$ cat src/rtl/assert_macros.svh
// Assertion macros shared by the encoder modules.
`ifndef ASSERT_MACROS_SVH
`define ASSERT_MACROS_SVH

// Checks a property on every clock edge outside reset.
`define RGWE_ASSERT(lbl, prop, msg) \
  lbl: assert property (@(posedge clk) disable iff (!rst_n) prop) \
    else $error(msg);

// Checks that a condition in one cycle is followed by a consequence in the next.
`define RGWE_ASSERT_NXT(lbl, ante, cons, msg) \
  lbl: assert property (@(posedge clk) disable iff (!rst_n) ante |=> cons) \
    else $error(msg);

`endif

$ cat src/rtl/rgwe_pkg.sv
// Types and constants shared by the gap write encoder modules.
package rgwe_pkg;

  // Input mode codes.
  localparam logic [1:0] MODE_TICK  = 2'd0;
  localparam logic [1:0] MODE_WRITE = 2'd1;
  localparam logic [1:0] MODE_READ  = 2'd2;

  // Configuration register indexes.
  localparam int unsigned CFG_IDX_W = 8;
  localparam logic [CFG_IDX_W-1:0] CFG_START_GAP = 8'd0;
  localparam logic [CFG_IDX_W-1:0] CFG_WRITE_GAP = 8'd1;
  localparam logic [CFG_IDX_W-1:0] CFG_ONE_LEN   = 8'd2;
  localparam logic [CFG_IDX_W-1:0] CFG_ZERO_LEN  = 8'd3;

  // Configuration reset values.
  localparam logic [7:0] RST_START_GAP = 8'd40;
  localparam logic [7:0] RST_WRITE_GAP = 8'd19;
  localparam logic [7:0] RST_ONE_LEN   = 8'd56;
  localparam logic [7:0] RST_ZERO_LEN  = 8'd24;

  // Frame bits other than data: opcode, lock bit and block address.
  localparam int unsigned HDR_BITS = 6;

  // Depth of the command queue between front and back.
  localparam int unsigned QDEPTH = 2;

  // Command kinds produced by the front.
  typedef enum logic [1:0] {
    CMD_NOP   = 2'd0,
    CMD_TICK  = 2'd1,
    CMD_WRITE = 2'd2,
    CMD_READ  = 2'd3
  } cmd_kind_t;

  // Sequencer phases.
  typedef enum logic [2:0] {
    PH_IDLE = 3'b001,
    PH_GAP  = 3'b010,
    PH_MARK = 3'b100
  } phase_t;

  typedef struct packed {
    logic [1:0]  mode;
    logic [1:0]  opcode;
    logic        lock_bit;
    logic [31:0] data_word;
    logic [2:0]  block_address;
  } in_item_t;

  typedef struct packed {
    logic carrier_en;
    logic busy_res;
    logic frame_done;
    logic start_rejected;
  } out_item_t;

  typedef struct packed {
    cmd_kind_t   kind;
    logic [1:0]  opcode;
    logic        lock_bit;
    logic [31:0] data_word;
    logic [2:0]  block_address;
  } cmd_t;

endpackage

$ cat src/rtl/rfid_gap_write_encoder.sv
// Top level of the fixed bit length gap write encoder.
//
//   Channel  Direction  Handshake            Payload
//   in_      input      in_valid/in_ready    rgwe_pkg::in_item_t
//   out_     output     out_valid/out_ready  rgwe_pkg::out_item_t
//   cfg_     input      cfg_valid/cfg_ready  cfg_index, cfg_data
//
// One item is accepted and one result is produced per cycle while the result
// side does not stall; the sequencer updates its counter and shift register
// once per item. An accepted item waits in the front register, then in a
// queue entry, and its result is then held in the result register.
// Reset is synchronous and active low and needs no clearing pass.
// While the result side stalls, the queue and front register take three more
// items before in_ready drops; input resumes in the cycle after output does.
module rfid_gap_write_encoder #(
  parameter int unsigned DATA_BITS = 32
) (
  input  logic                           clk,
  input  logic                           rst_n,
  input  logic                           in_valid,
  output logic                           in_ready,
  input  rgwe_pkg::in_item_t             in_data,
  output logic                           out_valid,
  input  logic                           out_ready,
  output rgwe_pkg::out_item_t            out_data,
  input  logic                           cfg_valid,
  output logic                           cfg_ready,
  input  logic [rgwe_pkg::CFG_IDX_W-1:0] cfg_index,
  input  logic [7:0]                     cfg_data
);

  logic           push;
  logic           push_ready;
  rgwe_pkg::cmd_t front_cmd;
  logic           q_valid;
  logic           pop;
  rgwe_pkg::cmd_t q_cmd;

  // Accept and classify items.
  rgwe_front u_front (
    .clk          (clk),
    .rst_n        (rst_n),
    .in_valid     (in_valid),
    .in_ready     (in_ready),
    .in_data      (in_data),
    .push_o       (push),
    .push_ready_i (push_ready),
    .cmd_o        (front_cmd)
  );

  // Decouple front and back.
  rgwe_queue u_queue (
    .clk          (clk),
    .rst_n        (rst_n),
    .push_i       (push),
    .push_ready_o (push_ready),
    .cmd_i        (front_cmd),
    .q_valid_o    (q_valid),
    .pop_i        (pop),
    .cmd_o        (q_cmd)
  );

  // Run the gap coding sequencer.
  rgwe_back #(
    .DATA_BITS (DATA_BITS)
  ) u_back (
    .clk       (clk),
    .rst_n     (rst_n),
    .q_valid_i (q_valid),
    .cmd_i     (q_cmd),
    .pop_o     (pop),
    .out_valid (out_valid),
    .out_ready (out_ready),
    .out_data  (out_data),
    .cfg_valid (cfg_valid),
    .cfg_ready (cfg_ready),
    .cfg_index (cfg_index),
    .cfg_data  (cfg_data)
  );

endmodule

$ cat src/rtl/rgwe_front.sv
// Front stage: accepts input items and classifies them into commands.
`include "assert_macros.svh"

module rgwe_front (
  input  logic              clk,
  input  logic              rst_n,
  input  logic              in_valid,
  output logic              in_ready,
  input  rgwe_pkg::in_item_t in_data,
  output logic              push_o,
  input  logic              push_ready_i,
  output rgwe_pkg::cmd_t    cmd_o
);

  logic           valid_r;
  rgwe_pkg::cmd_t cmd_r;
  rgwe_pkg::cmd_t cmd_nxt;

  // The stage takes a new item whenever it is empty or its held command moves on.
  assign in_ready = !valid_r || push_ready_i;
  assign push_o   = valid_r;
  assign cmd_o    = cmd_r;

  // Decode the mode into a command kind.
  always_comb begin
    cmd_nxt.opcode        = in_data.opcode;
    cmd_nxt.lock_bit      = in_data.lock_bit;
    cmd_nxt.data_word     = in_data.data_word;
    cmd_nxt.block_address = in_data.block_address;
    unique case (in_data.mode)
      rgwe_pkg::MODE_TICK:  cmd_nxt.kind = rgwe_pkg::CMD_TICK;
      rgwe_pkg::MODE_WRITE: cmd_nxt.kind = rgwe_pkg::CMD_WRITE;
      rgwe_pkg::MODE_READ:  cmd_nxt.kind = rgwe_pkg::CMD_READ;
      default:              cmd_nxt.kind = rgwe_pkg::CMD_NOP;
    endcase
  end

  // Stage valid flag.
  always_ff @(posedge clk) begin
    if (!rst_n) begin
      valid_r <= 1'b0;
    end else if (in_ready) begin
      valid_r <= in_valid;
    end
  end

  // Stage payload.
  always_ff @(posedge clk) begin
    if (in_valid && in_ready) begin
      cmd_r <= cmd_nxt;
    end
  end

  // A held command that cannot move on stays put.
  `RGWE_ASSERT_NXT(a_front_hold, valid_r && !push_ready_i, valid_r && $stable(cmd_r),
                   "front command lost while queue full")

endmodule

$ cat src/rtl/rgwe_queue.sv
// Short command queue between the front and the back.
`include "assert_macros.svh"

module rgwe_queue (
  input  logic           clk,
  input  logic           rst_n,
  input  logic           push_i,
  output logic           push_ready_o,
  input  rgwe_pkg::cmd_t cmd_i,
  output logic           q_valid_o,
  input  logic           pop_i,
  output rgwe_pkg::cmd_t cmd_o
);

  localparam int unsigned PTR_W = (rgwe_pkg::QDEPTH > 1) ? $clog2(rgwe_pkg::QDEPTH) : 1;
  localparam int unsigned CNT_W = $clog2(rgwe_pkg::QDEPTH + 1);
  localparam logic [PTR_W-1:0] LAST_PTR = PTR_W'(rgwe_pkg::QDEPTH - 1);
  localparam logic [CNT_W-1:0] FULL_CNT = CNT_W'(rgwe_pkg::QDEPTH);

  rgwe_pkg::cmd_t   entry_r [rgwe_pkg::QDEPTH];
  logic [PTR_W-1:0] wr_ptr_r;
  logic [PTR_W-1:0] rd_ptr_r;
  logic [CNT_W-1:0] count_r;
  logic             do_push;
  logic             do_pop;

  assign push_ready_o = (count_r != FULL_CNT);
  assign q_valid_o    = (count_r != '0);
  assign cmd_o        = entry_r[rd_ptr_r];
  assign do_push      = push_i && push_ready_o;
  assign do_pop       = pop_i && q_valid_o;

  // Entry storage.
  always_ff @(posedge clk) begin
    if (do_push) begin
      entry_r[wr_ptr_r] <= cmd_i;
    end
  end

  // Pointers and fill count.
  always_ff @(posedge clk) begin
    if (!rst_n) begin
      wr_ptr_r <= '0;
      rd_ptr_r <= '0;
      count_r  <= '0;
    end else begin
      if (do_push) begin
        wr_ptr_r <= (wr_ptr_r == LAST_PTR) ? '0 : wr_ptr_r + PTR_W'(1);
      end
      if (do_pop) begin
        rd_ptr_r <= (rd_ptr_r == LAST_PTR) ? '0 : rd_ptr_r + PTR_W'(1);
      end
      if (do_push && !do_pop) begin
        count_r <= count_r + CNT_W'(1);
      end else if (do_pop && !do_push) begin
        count_r <= count_r - CNT_W'(1);
      end
    end
  end

  // The fill count never passes the depth.
  `RGWE_ASSERT(a_queue_cnt, count_r <= FULL_CNT, "queue count beyond depth")
  // A pop with no push lowers the count by one.
  `RGWE_ASSERT_NXT(a_queue_pop, do_pop && !do_push, count_r == $past(count_r) - CNT_W'(1),
                   "queue count did not drop on pop")

endmodule

$ cat src/rtl/rgwe_back.sv
// Back stage: gap coding sequencer, configuration registers and result register.
`include "assert_macros.svh"

module rgwe_back #(
  parameter int unsigned DATA_BITS = 32
) (
  input  logic                              clk,
  input  logic                              rst_n,
  input  logic                              q_valid_i,
  input  rgwe_pkg::cmd_t                    cmd_i,
  output logic                              pop_o,
  output logic                              out_valid,
  input  logic                              out_ready,
  output rgwe_pkg::out_item_t               out_data,
  input  logic                              cfg_valid,
  output logic                              cfg_ready,
  input  logic [rgwe_pkg::CFG_IDX_W-1:0]    cfg_index,
  input  logic [7:0]                        cfg_data
);

  localparam int unsigned FRAME_W = DATA_BITS + rgwe_pkg::HDR_BITS;
  localparam int unsigned CNT_W   = $clog2(FRAME_W + 1);

  logic [7:0]          lead_gap_r;
  logic [7:0]          write_gap_r;
  logic [7:0]          one_len_r;
  logic [7:0]          zero_len_r;

  rgwe_pkg::phase_t    phase_r;
  rgwe_pkg::phase_t    phase_nxt;
  logic [7:0]          tick_r;
  logic [7:0]          tick_nxt;
  logic [FRAME_W-1:0]  frame_r;
  logic [FRAME_W-1:0]  frame_nxt;
  logic [CNT_W-1:0]    rem_r;
  logic [CNT_W-1:0]    rem_nxt;

  logic                out_valid_r;
  rgwe_pkg::out_item_t out_data_r;
  rgwe_pkg::out_item_t res_nxt;
  logic                busy;

  // Take the next command when the result register is free or being emptied.
  assign pop_o     = q_valid_i && (!out_valid_r || out_ready);
  assign out_valid = out_valid_r;
  assign out_data  = out_data_r;
  assign cfg_ready = 1'b1;
  assign busy      = (phase_r != rgwe_pkg::PH_IDLE);

  // Configuration registers; writes past the list are dropped.
  always_ff @(posedge clk) begin
    if (!rst_n) begin
      lead_gap_r  <= rgwe_pkg::RST_START_GAP;
      write_gap_r <= rgwe_pkg::RST_WRITE_GAP;
      one_len_r   <= rgwe_pkg::RST_ONE_LEN;
      zero_len_r  <= rgwe_pkg::RST_ZERO_LEN;
    end else if (cfg_valid) begin
      unique case (cfg_index)
        rgwe_pkg::CFG_START_GAP: lead_gap_r  <= cfg_data;
        rgwe_pkg::CFG_WRITE_GAP: write_gap_r <= cfg_data;
        rgwe_pkg::CFG_ONE_LEN:   one_len_r   <= cfg_data;
        rgwe_pkg::CFG_ZERO_LEN:  zero_len_r  <= cfg_data;
        default: ;
      endcase
    end
  end

  // Next sequencer state and the result of one command.
  always_comb begin
    phase_nxt              = phase_r;
    tick_nxt               = tick_r;
    frame_nxt              = frame_r;
    rem_nxt                = rem_r;
    res_nxt.carrier_en     = 1'b1;
    res_nxt.frame_done     = 1'b0;
    res_nxt.start_rejected = 1'b0;
    unique case (cmd_i.kind)
      rgwe_pkg::CMD_WRITE, rgwe_pkg::CMD_READ: begin
        if (busy) begin
          res_nxt.start_rejected = 1'b1;
          res_nxt.carrier_en     = (phase_r == rgwe_pkg::PH_MARK);
        end else begin
          // Frame is left aligned so the next bit is always the top one.
          if (cmd_i.kind == rgwe_pkg::CMD_WRITE) begin
            frame_nxt = {cmd_i.opcode, cmd_i.lock_bit, cmd_i.data_word[DATA_BITS-1:0],
                         cmd_i.block_address};
            rem_nxt   = CNT_W'(FRAME_W);
          end else begin
            frame_nxt = {cmd_i.opcode, cmd_i.lock_bit, cmd_i.block_address,
                         {DATA_BITS{1'b0}}};
            rem_nxt   = CNT_W'(rgwe_pkg::HDR_BITS);
          end
          tick_nxt           = lead_gap_r;
          phase_nxt          = rgwe_pkg::PH_GAP;
          res_nxt.carrier_en = 1'b0;
        end
      end
      rgwe_pkg::CMD_TICK: begin
        unique case (phase_r)
          rgwe_pkg::PH_GAP: begin
            res_nxt.carrier_en = 1'b0;
            if (tick_r <= 8'd1) begin
              if (rem_r == '0) begin
                phase_nxt          = rgwe_pkg::PH_IDLE;
                tick_nxt           = '0;
                res_nxt.frame_done = 1'b1;
              end else begin
                rem_nxt   = rem_r - CNT_W'(1);
                tick_nxt  = frame_r[FRAME_W-1] ? one_len_r : zero_len_r;
                frame_nxt = {frame_r[FRAME_W-2:0], 1'b0};
                phase_nxt = rgwe_pkg::PH_MARK;
              end
            end else begin
              tick_nxt = tick_r - 8'd1;
            end
          end
          rgwe_pkg::PH_MARK: begin
            res_nxt.carrier_en = 1'b1;
            if (tick_r <= 8'd1) begin
              tick_nxt  = write_gap_r;
              phase_nxt = rgwe_pkg::PH_GAP;
            end else begin
              tick_nxt = tick_r - 8'd1;
            end
          end
          rgwe_pkg::PH_IDLE: begin
            res_nxt.carrier_en = 1'b1;
          end
          default: begin
            phase_nxt = rgwe_pkg::PH_IDLE;
          end
        endcase
      end
      default: begin
        // A mode without meaning changes no state; it reports the carrier level and busy flag.
        res_nxt.carrier_en = busy ? (phase_r == rgwe_pkg::PH_MARK) : 1'b1;
      end
    endcase
    res_nxt.busy_res = (phase_nxt != rgwe_pkg::PH_IDLE);
  end

  // Sequencer state advances once per command.
  always_ff @(posedge clk) begin
    if (!rst_n) begin
      phase_r <= rgwe_pkg::PH_IDLE;
      tick_r  <= '0;
      frame_r <= '0;
      rem_r   <= '0;
    end else if (pop_o) begin
      phase_r <= phase_nxt;
      tick_r  <= tick_nxt;
      frame_r <= frame_nxt;
      rem_r   <= rem_nxt;
    end
  end

  // Result register valid flag.
  always_ff @(posedge clk) begin
    if (!rst_n) begin
      out_valid_r <= 1'b0;
    end else if (pop_o) begin
      out_valid_r <= 1'b1;
    end else if (out_ready) begin
      out_valid_r <= 1'b0;
    end
  end

  // Result register payload.
  always_ff @(posedge clk) begin
    if (pop_o) begin
      out_data_r <= res_nxt;
    end
  end

  // A finished frame leaves the sequencer idle.
  `RGWE_ASSERT_NXT(a_back_done, pop_o && res_nxt.frame_done, phase_r == rgwe_pkg::PH_IDLE,
                   "frame done without returning to idle")
  // The busy flag of a new result follows the phase it leaves behind.
  `RGWE_ASSERT_NXT(a_back_busy, pop_o, out_data_r.busy_res == (phase_r != rgwe_pkg::PH_IDLE),
                   "busy flag disagrees with phase")
  // The bit count never exceeds the frame length.
  `RGWE_ASSERT(a_back_rem, rem_r <= CNT_W'(FRAME_W), "bit count beyond frame length")

endmodule
$ cat config.mk
export PLATFORM = sky130hd
export DESIGN_NAME = rfid_gap_write_encoder
export DESIGN_NICKNAME = d
export VERILOG_FILES = /design/src/rtl/rgwe_pkg.sv /design/src/rtl/rfid_gap_write_encoder.sv /design/src/rtl/rgwe_front.sv /design/src/rtl/rgwe_queue.sv /design/src/rtl/rgwe_back.sv
export VERILOG_INCLUDE_DIRS = /design/src /design/src/rtl
export SDC_FILE = /design/constraint.sdc
export NUM_CORES = 1
export LEC_CHECK = 0
export BUFFER_PORTS_ARGS = -buffer_cell sky130_fd_sc_hd__buf_4
export CAP_MARGIN = 0
export CELL_PAD_IN_SITES_DETAIL_PLACEMENT = 1
export CELL_PAD_IN_SITES_GLOBAL_PLACEMENT = 1
export CORE_AREA = 4 4 137 139
export DETAILED_ROUTE_END_ITERATION = 10
export DIE_AREA = 0 0 141 143
export GPL_TIMING_DRIVEN = 0
export PLACE_DENSITY_LB_ADDON = 0.15
export SYNTH_ARGS = -nofsm -noshare
export SYNTH_HDL_FRONTEND = slang
export SYNTH_SLANG_ARGS = --single-unit
$ cat constraint.sdc
create_clock -name clk -period 7.9 [get_ports clk]
set_input_delay 0.395 -clock clk [delete_from_list [all_inputs] [get_ports clk]]
set_output_delay 0.395 -clock clk [all_outputs]
set_load 0.005 [all_outputs]
# [Word-level counts from Yosys, hierarchy flattened]
# Memory sizes are Yosys's and may differ from the RTL's. A register that Yosys moved wholly into a read port is not among the register bits.
# Cells that the tools add are included.
[totals] ramBits=80 elab_cells=118 mem_count=1 input_bits=61 regBits=137 latch_bits=0 out_inout_bits=7 romBits=0
[op_classes] n_eq_ne=19 reduce_logical=27 n_shift=0 order_cmp=1 addsub=6 n_mux=42 multipliers=0 bitwise_logic=0 div_mod_pow=0
[mem_list] memory="u_queue.entry_r" depth=2 word_bits=40 rd=1 rd_clocked_by_memory_dff=1 write_ports=1 line_no="rgwe_queue.sv:20" source="rgwe_pkg::cmd_t entry_r [rgwe_pkg::QDEPTH];"
[ops] op="2-to-1 mux 38 bit" count=4
[ops] op="case mux 38 bit (2 select lines)" count=1
[ops] op="2-to-1 mux 8 bit" count=5
[ops] op="2-to-1 mux 35 bit" count=1
[ops] op="case mux 8 bit (2 select lines)" count=2
[ops] op="2-to-1 mux 6 bit" count=5
[ops] op="equality test 8 x 2 -> 1 bit (second input constant)" count=2
[ops] op="2-to-1 mux 1 bit" count=13
[ops] op="2-to-1 mux 3 bit" count=4
[ops] op="case mux 6 bit (2 select lines)" count=1
[ops] op="case mux 3 bit (3 select lines)" count=1
[ops] op="equality test 8 x 1 -> 1 bit (second input constant)" count=1
[ops] op="<= comparator 8 x 1 -> 1 bit (second input constant)" count=1
[ops] op="logical NOT 8 bit" count=1
[ops] op="!= test 2 bit (second input constant)" count=4
[ops] op="AND reduction 2 bit" count=4
[ops] op="nonzero test 2 bit" count=4
[ops] op="subtractor 8 x 1 -> 8 bit (second input constant)" count=1
[ops] op="equality test 2 bit (second input constant)" count=3
[ops] op="logical AND 1 bit" count=6
[ops] op="logical NOT 6 bit" count=1
[ops] op="!= test 3 x 1 -> 1 bit (second input constant)" count=2
[ops] op="case mux 2 bit (3 select lines)" count=1
[ops] op="case mux 3 bit (2 select lines)" count=1
[ops] op="other kinds (19)" count=26

# [Longest topological paths before layout]
# Gate-level depths: netlist of run 1.
[depth] depth_word=7 mapped_depth=10 depth_no_buf=7

# [Hierarchy]
# From an unflattened synthesis of run 1, not the netlist that was laid out.
[hier_totals] cells_unflattened=713 hier_area_um2=9158.8
[modules_own_cells] mod="rgwe_back" seq_area_each_um2=1881.8 n_inst=1 area_per_inst_um2=4732.0 cells_each=513
[modules_own_cells] mod="rgwe_queue" seq_area_each_um2=2502.4 n_inst=1 area_per_inst_um2=3115.5 cells_each=148
[modules_own_cells] mod="rgwe_front" seq_area_each_um2=1221.2 n_inst=1 area_per_inst_um2=1311.3 cells_each=52

# [Worst setup path after synthesis of run 1]
# OpenSTA, ideal clock, no wires.
[synth_timing] path_type="register -> register" startpoint="register u_queue.count_r[0]" endpoint="memory u_queue.entry_r[0][0] (netlist name) (enable)" setup_slack_ns=5.156 arrival_ns=2.306 period_less_slack_ns=2.744 required_ns=7.463 setup_time_ns=0.437 stages_incl_launch_ff=4 n_path_buf=0 path_cell_list="dfxtp_1 nand2b_1 nand2_1 nor2_1"
[synth_between] elab_chain_len=4
[synth_rtl] item="start, declared" line_no="rgwe_queue.sv:23" source="logic [CNT_W-1:0] count_r;"
[synth_rtl] item="start signal, assigned" line_no="rgwe_queue.sv:54" source="count_r <= count_r + CNT_W'(1);"
[synth_rtl] item="start signal, assigned" line_no="rgwe_queue.sv:56" source="count_r <= count_r - CNT_W'(1);"
[synth_rtl] item="!= test 2 bit" line_no="rgwe_queue.sv:27" source="assign push_ready_o = (count_r != FULL_CNT);"
[synth_rtl] item="logical AND 1 bit" line_no="rgwe_queue.sv:30" source="assign do_push = push_i && push_ready_o;"
[synth_rtl] item="2-to-1 mux 1 bit" line_no="rgwe_queue.sv:35" source="if (do_push) begin"
[synth_rtl] item="2-to-1 mux 1 bit (implied by the code)" line_no="rgwe_queue.sv:36" source="entry_r[wr_ptr_r] <= cmd_i;"
[synth_rtl] item="end, declared" line_no="rgwe_queue.sv:20"
# Every way passes these cells.

# [Worst setup path after layout of run 1]
[layout_timing] startpoint="register u_back.tick_r[0]" endpoint="register u_back.tick_r[0]"
[layout_between] elab_chain_len=4 word_cells_on_any_way=6 cone_classes="1 x add/sub; 1 x order compare; 4 x mux"
[layout_rtl] item="start, declared" line_no="rgwe_back.sv:31" source="logic [7:0] tick_r;"
[layout_rtl] item="start signal, assigned" line_no="rgwe_back.sv:151" source="tick_r <= tick_nxt;"
[layout_rtl] item="subtractor 8 x 1 -> 8 bit or <= comparator 8 x 1 -> 1 bit (tied branches)"
[layout_rtl] item="2-to-1 mux 8 bit, on equally long branches" line_no="rgwe_back.sv:119, rgwe_back.sv:102"
[layout_rtl] item="case mux 8 bit (2 select lines) (*)" line_no="rgwe_back.sv:99" source="unique case (phase_r)"
[layout_rtl] item="case mux 8 bit (2 select lines) (*)" line_no="rgwe_back.sv:77" source="unique case (cmd_i.kind)"
# Mark *: on every way between the ends. The rest lies on a longest branch, timed or not.
# A chain may end at the register's enable or synchronous reset.

==> impl_metrics.toml, run 1 <==
[drt]
vias = 6205
vias_per_cell = 5.76
drtPass1Iterations = 4
route.detailed.wl_per_inst_um = 20.5
drt_iter0_drc = 315
drt_wl_total_um = 22000
final_antenna_net_count = 0
drc = 0

[synthesis]
synth_cell_types = 61
syn_area_mm2 = 0.00893
synthCells = 736
synth.avg_cell_area_um2 = 12.1
async_flop_share = 0
synth_edf_count = 124
synthFlopType = "edfxtp_1"
yosys_register_bits = 218
synth_warnings = 0
synth_nets = 805
seq_area_frac_synth = 0.628

[timing]
worst_pin_slew_ns = 0.957
finClkSkew_ns = 0.0169
rsz0062_at_grt = "false"
setup_viol = 0
fmax_mhz = 391
finalMaxSlewViolations = 0
fin_ws_ns = 5.35
period_minus_slack_ns = 2.55
finalHoldViolCount = 0
fin_tns_setup_ns = 0
fin_crit_sh = 0.323
max_slew_margin = 0.359

[global_route]
grt_use_total = 0.219
antenna_found_initial = 0
overflow = 0
grt_max_degree = 41
grt_pass1_wl_um = 35300
grt_pass1_vias = 6759

[setup_path]
timing.rr.start = "u_back.tick_r[0]"
crit_chain = "inv_1 > ha_1 > or2_2 > nand3_1 > nor3_1 > a2111oi_0 > o32ai_1"
crit_buf_inv = 1
cp-startpoint = "u_back.tick_r[0]"
start_kind = "flip-flop"
critPathKind = "flip-flop to flip-flop"
crit_required_ns = 8.31
crit_fanout = 9
cpMaxStageDelayCell = "nor3_1"
cp_slowest_stage_delay_ns = 0.66
cp.arrival_ns = 2.96
end_kind = "flip-flop"
crit_family = "simple AND/OR/NAND/NOR gates"

[floorplan]
num_rows = 49
io_pins = 68
die_area_mm2 = 0.0202
initial_utilization = 0.506
coreArea_mm2 = 0.0177
fp.dieW_um = 141
die_h_um = 143

[clock_tree]
cts_root_buf = "clkbuf_16"
cts_buffers = 24
post_cts_buffers = 0
cts_resized = 0
cts_tree = "done"
cts.sinks = 218
cts_hold_buf = 0
clkLatencyLatePin_ns = 0.52
cts.clk_slew.worst_paths_ns = 0.06
clk_path_buf_depth = 3
htreeDepth = 1

[power]
p_per_area_mw_per_mm2 = 346
peakVddDrop_uv = 234
leakage_nw = 3.96

[cells_and_area]
fin_util = 0.602
multi_input_area_mm2 = 0.00303
final_cell_mix = "edfxtp_1 (124), dfxtp_1 (94), nor2_1 (82), mux2i_1 (73), buf_4 (69)"
final_common_cell = "edfxtp_1"
nets = 899
area_growth_pct = 19.0
antennaDiodeCount = 0
layout-drive-gt1-share = 0.176
nFillCells = 1811
seq_area_mm2 = 0.00561

[run_status]
status = "complete, no violations"

[worst_hold_path]
hold_path_class = "input port to flip-flop"
min_from = "in_data[0]"

[run]
cap_violations = 0

[placed_design]
pre_cts_ws_ns = 5.42
port_buffers = 65
place.gp.congestion = 0.883
dpl.hpwl_um = 15200
-- where the power goes --
group / switching [mW] / internal (mW)
registers: 0.0924 / 1.38
clock network: 0.445 / 0.729
logic: 0.632 / 0.392
-- area by class of cell --
class / instances / share of cell area
clock buffers: 33 / 0.0636
plain buffers: 49 / 0.0236
flip-flops and latches: 218 / 0.528
inverters: 14 / 0.00495
multi-input cells: 455 / 0.285
repair buffers: 68 / 0.0523
clock inverters: 11 / 0.0155
well taps: 229 / 0.0270
-- through the flow --
step                power (mW)  cell area (um^2)  hold WS (ns)  std cells
global route              3.87             10600        0.0290       1077
detailed placement        2.51              9780         0.433       1033
finish                    3.67             10600        0.0476       1077
CTS                       3.70             10600        0.0227       1077
global placement          2.44              9710         0.423       1030
floorplan                 2.18              8930         0.421        736
-- routing by layer --
metal	global-route usage	vias to the layer above	part of all wire
li1	-	2924	-
met1	0.281	3101	0.43
met2	0.386	139	0.50
met3	0.0375	41	0.044
met4	0.0612	0	0.023
met5	0	-	0
-- flip-flops by register name, summed over array words and instances, names as in the netlist, named ones only --
signal              flops
u_queue.entry_r        80
u_front.cmd_o          40
u_back.frame_r         38
u_back.lead_gap_r       8
u_back.one_len_r        8
u_back.tick_r           8
u_back.write_gap_r      8
u_back.zero_len_r       8
u_back.rem_r            6
u_back.out_data         4
u_back.phase_r          3
u_queue.count_r         2
u_back.out_valid        1
u_front.push_o          1
u_queue.rd_ptr_r        1
u_queue.wr_ptr_r        1
-- synth_stat cells, drive strengths merged, types with 2 or more instances --
master | instances | area share
or3b | 3 | 0.0032
nand2 | 32 | 0.014
and3b | 2 | 0.0020
o211ai | 2 | 0.0017
nand2b | 5 | 0.0035
xnor2 | 5 | 0.0049
nand3 | 6 | 0.0034
dfxtp | 94 | 0.21
a21oi | 51 | 0.030
ha | 8 | 0.011
and4 | 2 | 0.0020
nor3b | 5 | 0.0048
nor4 | 3 | 0.0021
edfxtp | 124 | 0.42
o21ai | 10 | 0.0056
o31ai | 9 | 0.0076
o221ai | 4 | 0.0039
a31oi | 3 | 0.0021
xor2 | 4 | 0.0039
and3 | 8 | 0.0056
a2111oi | 5 | 0.0049
a311oi | 2 | 0.0020
nand4 | 2 | 0.0021
nor3 | 43 | 0.025
o2111ai | 3 | 0.0029
nor2 | 83 | 0.035
nand4b | 2 | 0.0020
or3 | 6 | 0.0048
buf | 21 | 0.016
or2 | 2 | 0.0014
o32ai | 7 | 0.0069
inv | 14 | 0.0059
and2 | 3 | 0.0021
mux2i | 73 | 0.082
mux2 | 8 | 0.010
a211oi | 36 | 0.030
a21boi | 2 | 0.0017
nand3b | 2 | 0.0017
a2bb2oi | 2 | 0.0020
nor2b | 4 | 0.0028
clkbuf | 28 | 0.012
-- path summary, 6_finish.rpt --
path,to,slack [ns],cells after the start
max,u_back.tick_r[0],5.35,7
min,u_front.cmd_o[0],0.05,1
max reg2reg,u_back.tick_r[0],5.35,7
min reg2reg,u_queue.entry_r[1][11],0.45,0
-- kinds of logic after synthesis --
kind of cell	share of synthesized area
AO/OA/AOI/OAI	0.106
XOR/XNOR	0.00883
buffers and inverters	0.0339
multiplexers	0.0919
adder cells (fa/ha/maj)	0.0112
flip-flops	0.628
AND/OR/NAND/NOR	0.120
other	0.000420
Note: power is estimated with default switching activity, not from simulation.
==> inputs of run 2 (changes only) <==
--- a/config.mk
+++ b/config.mk
@@ -10,9 +10,9 @@
 export CAP_MARGIN = 0
 export CELL_PAD_IN_SITES_DETAIL_PLACEMENT = 1
 export CELL_PAD_IN_SITES_GLOBAL_PLACEMENT = 1
-export CORE_AREA = 4 4 137 139
+export CORE_AREA = 4 4 141 143
 export DETAILED_ROUTE_END_ITERATION = 10
-export DIE_AREA = 0 0 141 143
+export DIE_AREA = 0 0 145 147
 export GPL_TIMING_DRIVEN = 0
 export PLACE_DENSITY_LB_ADDON = 0.15
 export SYNTH_ARGS = -nofsm -noshare
==> constraint.sdc (replaced) <==
create_clock -name clk -period 2.4 [get_ports clk]
set_input_delay 0.12 -clock clk [delete_from_list [all_inputs] [get_ports clk]]
set_output_delay 0.12 -clock clk [all_outputs]
set_load 0.005 [all_outputs]
==> run 2 against run 1 <==
Combinational power grew to 3.5 times the previous value. Utilization decreased by 0.57 points. Via count rose by 0.93%. Sequential power grew to 3.3 times the previous value. Final area increased by 4.2%. Clock power rose to 2.9 times the previous value. Power rose to 3.2 times the previous value. Non-clock buffer count is 47 higher. Critical endpoint is now u_back.frame_r[16]. Largest power group unchanged.
==> impl_metrics.toml, run 2 (synthesis gave the netlist of run 1 again) <==
[run_status]
status = "complete, no violations"

[global_route]
grt_pass1_vias = 6954
grt_max_degree = 41
grt_pass1_wl_um = 36000
overflow = 0
antenna_found_initial = 0
grt_use_total = 0.204

[setup_path]
start_kind = "flip-flop"
cp.arrival_ns = 2.72
crit_fanout = 10
crit_chain = "buf_6 > or3b_1 > clkbuf_2 > nor3_4 > and4_1 > buf_6 > buf_4 > nor3_1 > a211oi_1"
cpMaxStageDelayCell = "or3b_1"
cpMostUsedCell = "buf_6"
crit_required_ns = 2.79
critPathKind = "flip-flop to flip-flop"
cp_slowest_stage_delay_ns = 0.36
end_kind = "flip-flop"

[clock_tree]
clkLatencyLatePin_ns = 0.50
htreeDepth = 1
cts_tree = "done"
cts.clk_slew.worst_paths_ns = 0.07
cts_buffers = 23
clk_path_buf_depth = 3
cts.sinks = 218
post_cts_buffers = 0
cts_root_buf = "clkbuf_16"

[timing]
period_minus_slack_ns = 2.33
finClkSkew_ns = 0.0123
finalHoldViolCount = 0
fin_crit_sh = 0.971
max_slew_margin = 0.343
fin_tns_setup_ns = 0
setup_viol = 0
holdWs_ns = 0.0246
fmax_mhz = 429
rsz0062_at_grt = "false"
finalMaxSlewViolations = 0
worst_pin_slew_ns = 0.980

[cells_and_area]
seq_area_mm2 = 0.00561
multi_input_area_mm2 = 0.00313
antennaDiodeCount = 0
final_cell_mix = "edfxtp_1 (124), dfxtp_1 (93), nor2_1 (81), mux2i_1 (73), buf_4 (69)"
fin_util = 0.596
instances_no_fill = 1125
stdcell_area_mm2 = 0.0111
area_growth_pct = 24.0
final_common_cell = "edfxtp_1"
nets = 945
largest_reg_flops = 80
layout-drive-gt1-share = 0.185
nFillCells = 1869
largest_register = "u_queue.entry_r"

[floorplan]
io_pins = 68
fp.dieW_um = 145
initial_utilization = 0.481
num_rows = 50
die_h_um = 147
coreArea_mm2 = 0.0186
die_area_mm2 = 0.0213

[placed_design]
place.gp.congestion = 0.883
dpl_cell_area_mm2 = 0.00978
dpl.hpwl_um = 14500
port_buffers = 65
place_inst = 1038

[drt]
drc = 0
drt_wl_total_um = 21600
route.detailed.wl_per_inst_um = 19.2
drtPass1Iterations = 4
vias_per_cell = 5.57
final_antenna_net_count = 0
drt_iter0_drc = 286
vias = 6263

[run]
cap_violations = 0

[power]
leakage_nw = 4.12
p_per_area_mw_per_mm2 = 1060
peakVddDrop_uv = 674

[worst_hold_path]
hold_path_class = "input port to flip-flop"
[run 2: worst max-delay path, delay by kind of cell (launching register included)]
kind / cells / cell delay (ns)
flops: 1 / 0.32
simple gates: 4 / 0.94
compound gates: 1 / 0.30
buf+inv: 4 / 0.65
[run 2: power by group]
| group | leakage, nW | total [mW] | switching (mW) | internal (mW) |
|---|---|---|---|---|
| combinational | 1.85 | 3.55 | 2.15 | 1.41 |
| clock | 0.348 | 3.38 | 1.39 | 1.99 |
| sequential | 1.93 | 4.86 | 0.318 | 4.54 |
| total | 4.12 | 11.8 | 3.85 | 7.94 |
[run 2: layer usage]
| layer | GRT usage | share of wire | vias to the layer above |
|---|---|---|---|
| met5 | 0 | 0 | - |
| met1 | 0.254 | 0.43 | 3077 |
| li1 | - | - | 3026 |
| met4 | 0.0594 | 0.026 | 0 |
| met3 | 0.0349 | 0.040 | 48 |
| met2 | 0.367 | 0.51 | 112 |
[run 2: final timing paths]
kind / startpoint / end / slack, ns / depth (start not counted)
worst min-delay path: in_data[39] / u_front.cmd_o[39] / 0.02 / 3
worst max register to register: u_back.phase_r[2] / u_back.frame_r[16] / 0.07 / 9
worst min register to register: u_front.cmd_o[33] / u_queue.entry_r[0][33] / 0.44 / 0
worst max-delay path: u_back.phase_r[2] / u_back.frame_r[16] / 0.07 / 9
[run 2: what timing repair did]
item	4_1_cts	5_1_grt
setup endpoints to repair	8	30
resized for setup	4	26
hold endpoints to repair	72	0
hold buffers	48	0
[run 2: final cells by class]
| class | count | share of cell area |
|---|---|---|
| well taps | 234 | 0.0264 |
| multi-input cells | 455 | 0.283 |
| plain buffers | 48 | 0.0227 |
| repair buffers | 116 | 0.0929 |
| clock buffers | 27 | 0.0542 |
| clock inverters | 13 | 0.00994 |
| inverters | 14 | 0.00475 |
| flip-flops and latches | 218 | 0.506 |
[run 2: metrics by stage]
step | total power [mW] | setup WS (ns)
detailed placement | 8.24 | -0.123
global route | 12.5 | 0.00290
floorplan | 7.19 | 0.318
global placement | 8.03 | -0.308
finish | 11.8 | 0.0687
CTS | 11.8 | 0.0338
==> inputs of run 3 (changes only) <==
==> constraint.sdc (replaced) <==
create_clock -name clk -period 2.4 [get_ports clk]
set_input_delay 0.36 -clock clk [delete_from_list [all_inputs] [get_ports clk]]
set_output_delay 0.36 -clock clk [all_outputs]
set_load 0.005 [all_outputs]
==> run 3 against run 2 <==
The flow now finishes with violations (negative setup slack). Sequential cell count stayed put. Clock power is essentially flat. Via count is 1.7% lower. Final area shrank 4.6%. Critical path depth unchanged. Non-clock buffer count is 48 lower. First-iteration DRC count rose by 1.4%. Critical path type unchanged. Critical endpoint unchanged.
==> impl_metrics.toml, run 3 (synthesis gave the netlist of run 1 again) <==
[drt]
drt_wl_total_um = 21000
final_antenna_net_count = 0
vias_per_cell = 5.72
drt_iter0_drc = 290
drc = 0
drtPass1Iterations = 5
vias = 6159
route.detailed.wl_per_inst_um = 19.5

[cells_and_area]
final_common_cell = "edfxtp_1"
area_growth_pct = 18.3
layout-drive-gt1-share = 0.191
nets = 897
antennaDiodeCount = 0
largest_reg_flops = 80
nFillCells = 1899
final_cell_mix = "edfxtp_1 (124), dfxtp_1 (93), nor2_1 (81), mux2i_1 (73), buf_4 (69)"
fin_util = 0.569
largest_register = "u_queue.entry_r"

[timing]
setup_viol = 1
period_minus_slack_ns = 2.40
finalMaxSlewViolations = 0
finalHoldViolCount = 0
finClkSkew_ns = 0.0125
fin_crit_sh = 1.00
max_slew_margin = 0.354
fin_tns_setup_ns = -0.00309
rsz0062_at_grt = "true"
fin_ws_ns = -0.00309
fmax_mhz = 416
worst_pin_slew_ns = 0.964

[clock_tree]
htreeDepth = 1
post_cts_buffers = 0
cts_buffers = 23
cts.clk_slew.worst_paths_ns = 0.07
clk_path_buf_depth = 3
cts_root_buf = "clkbuf_16"
cts.sinks = 218
cts_tree = "done"
clkLatencyLatePin_ns = 0.50

[run]
cap_violations = 0

[setup_path]
cp.arrival_ns = 2.79
cpMostUsedCell = "buf_6"
crit_chain = "buf_6 > or3b_1 > clkbuf_2 > nor3_2 > and4_1 > buf_6 > buf_4 > nor3_1 > a211oi_1"
critPathKind = "flip-flop to flip-flop"
start_kind = "flip-flop"
crit_fanout = 10
worst-r2r-cell-count = 9
crit_required_ns = 2.79
cpMaxStageDelayCell = "or3b_1"
end_kind = "flip-flop"
cp_slowest_stage_delay_ns = 0.36

[global_route]
overflow = 0
grt_pass1_vias = 6729
antenna_found_initial = 0
grt_max_degree = 41
grt_pass1_wl_um = 34800
grt_use_total = 0.198

[worst_hold_path]
hold_path_class = "input port to flip-flop"
holdPathStages = 1

[floorplan]
coreArea_mm2 = 0.0186
fp.dieW_um = 145
die_area_mm2 = 0.0213
io_pins = 68
die_h_um = 147
num_rows = 50
initial_utilization = 0.481

[run_status]
status = "finished, violations left"
violations = "negative setup slack"

[placed_design]
place.gp.congestion = 0.883
dpl.hpwl_um = 14500
port_buffers = 65
pre_cts_ws_ns = -0.123

[power]
p_per_area_mw_per_mm2 = 1110
total_power_mw = 11.7
peakVddDrop_uv = 683
leakage_nw = 3.91
## run 3: where the power goes
part	switching (mW)	internal, mW	leakage (nW)	total (mW)
Sequential	0.313	4.54	1.93	4.86
Clock	1.39	1.99	0.348	3.38
Combinational	2.13	1.34	1.64	3.47
Total	3.83	7.87	3.91	11.7
## run 3: final timing paths
kind                     startpoint                      to  slack (ns)
setup / recovery  u_back.phase_r[2]      u_back.frame_r[16]      -0.003
hold / removal          in_data[12]       u_front.cmd_o[12]        0.03
setup reg to reg  u_back.phase_r[2]      u_back.frame_r[16]      -0.003
hold reg to reg   u_front.cmd_o[14]  u_queue.entry_r[0][14]        0.44
## run 3: metrics by stage
stage,cell area [um^2],cells,hold slack (ns)
2_1_floorplan,8930,736,0.421
3_3_place_gp,9710,1035,0.422
3_5_place_dp,9780,1038,0.431
4_1_cts,10500,1078,0.0112
5_1_grt,10600,1077,0.0118
6_report,10600,1077,0.0299
## run 3: layout make-up
type | instances | area (um^2) | area share
clock inverters | 13 | 110 | 0.0104
flip-flops and latches | 218 | 5610 | 0.530
plain buffers | 48 | 250 | 0.0237
multi-input cells | 455 | 3110 | 0.294
well taps | 234 | 293 | 0.0277
repair buffers | 68 | 548 | 0.0519
clock buffers | 27 | 601 | 0.0568
inverters | 14 | 52.6 | 0.00497
## run 3: repair_timing
action	CTS	global route
hold buffers	0	0
resized for setup	4	20
setup endpoints to repair	8	30
## run 3: worst max-delay path, delay by kind of cell (launching register included)
family	cells	cell delay [ns]
buf+inv	4	0.62
simple gates	4	1.03
compound gates	1	0.32
flops	1	0.32
## run 3: per-layer routing
| metal | share of wire | wire length, um | global-route usage |
|---|---|---|---|
| met1 | 0.43 | 8940 | 0.247 |
| met2 | 0.50 | 10500 | 0.353 |
| met3 | 0.044 | 927 | 0.0345 |
| met4 | 0.029 | 607 | 0.0618 |
| met5 | 0 | 0 | 0 |
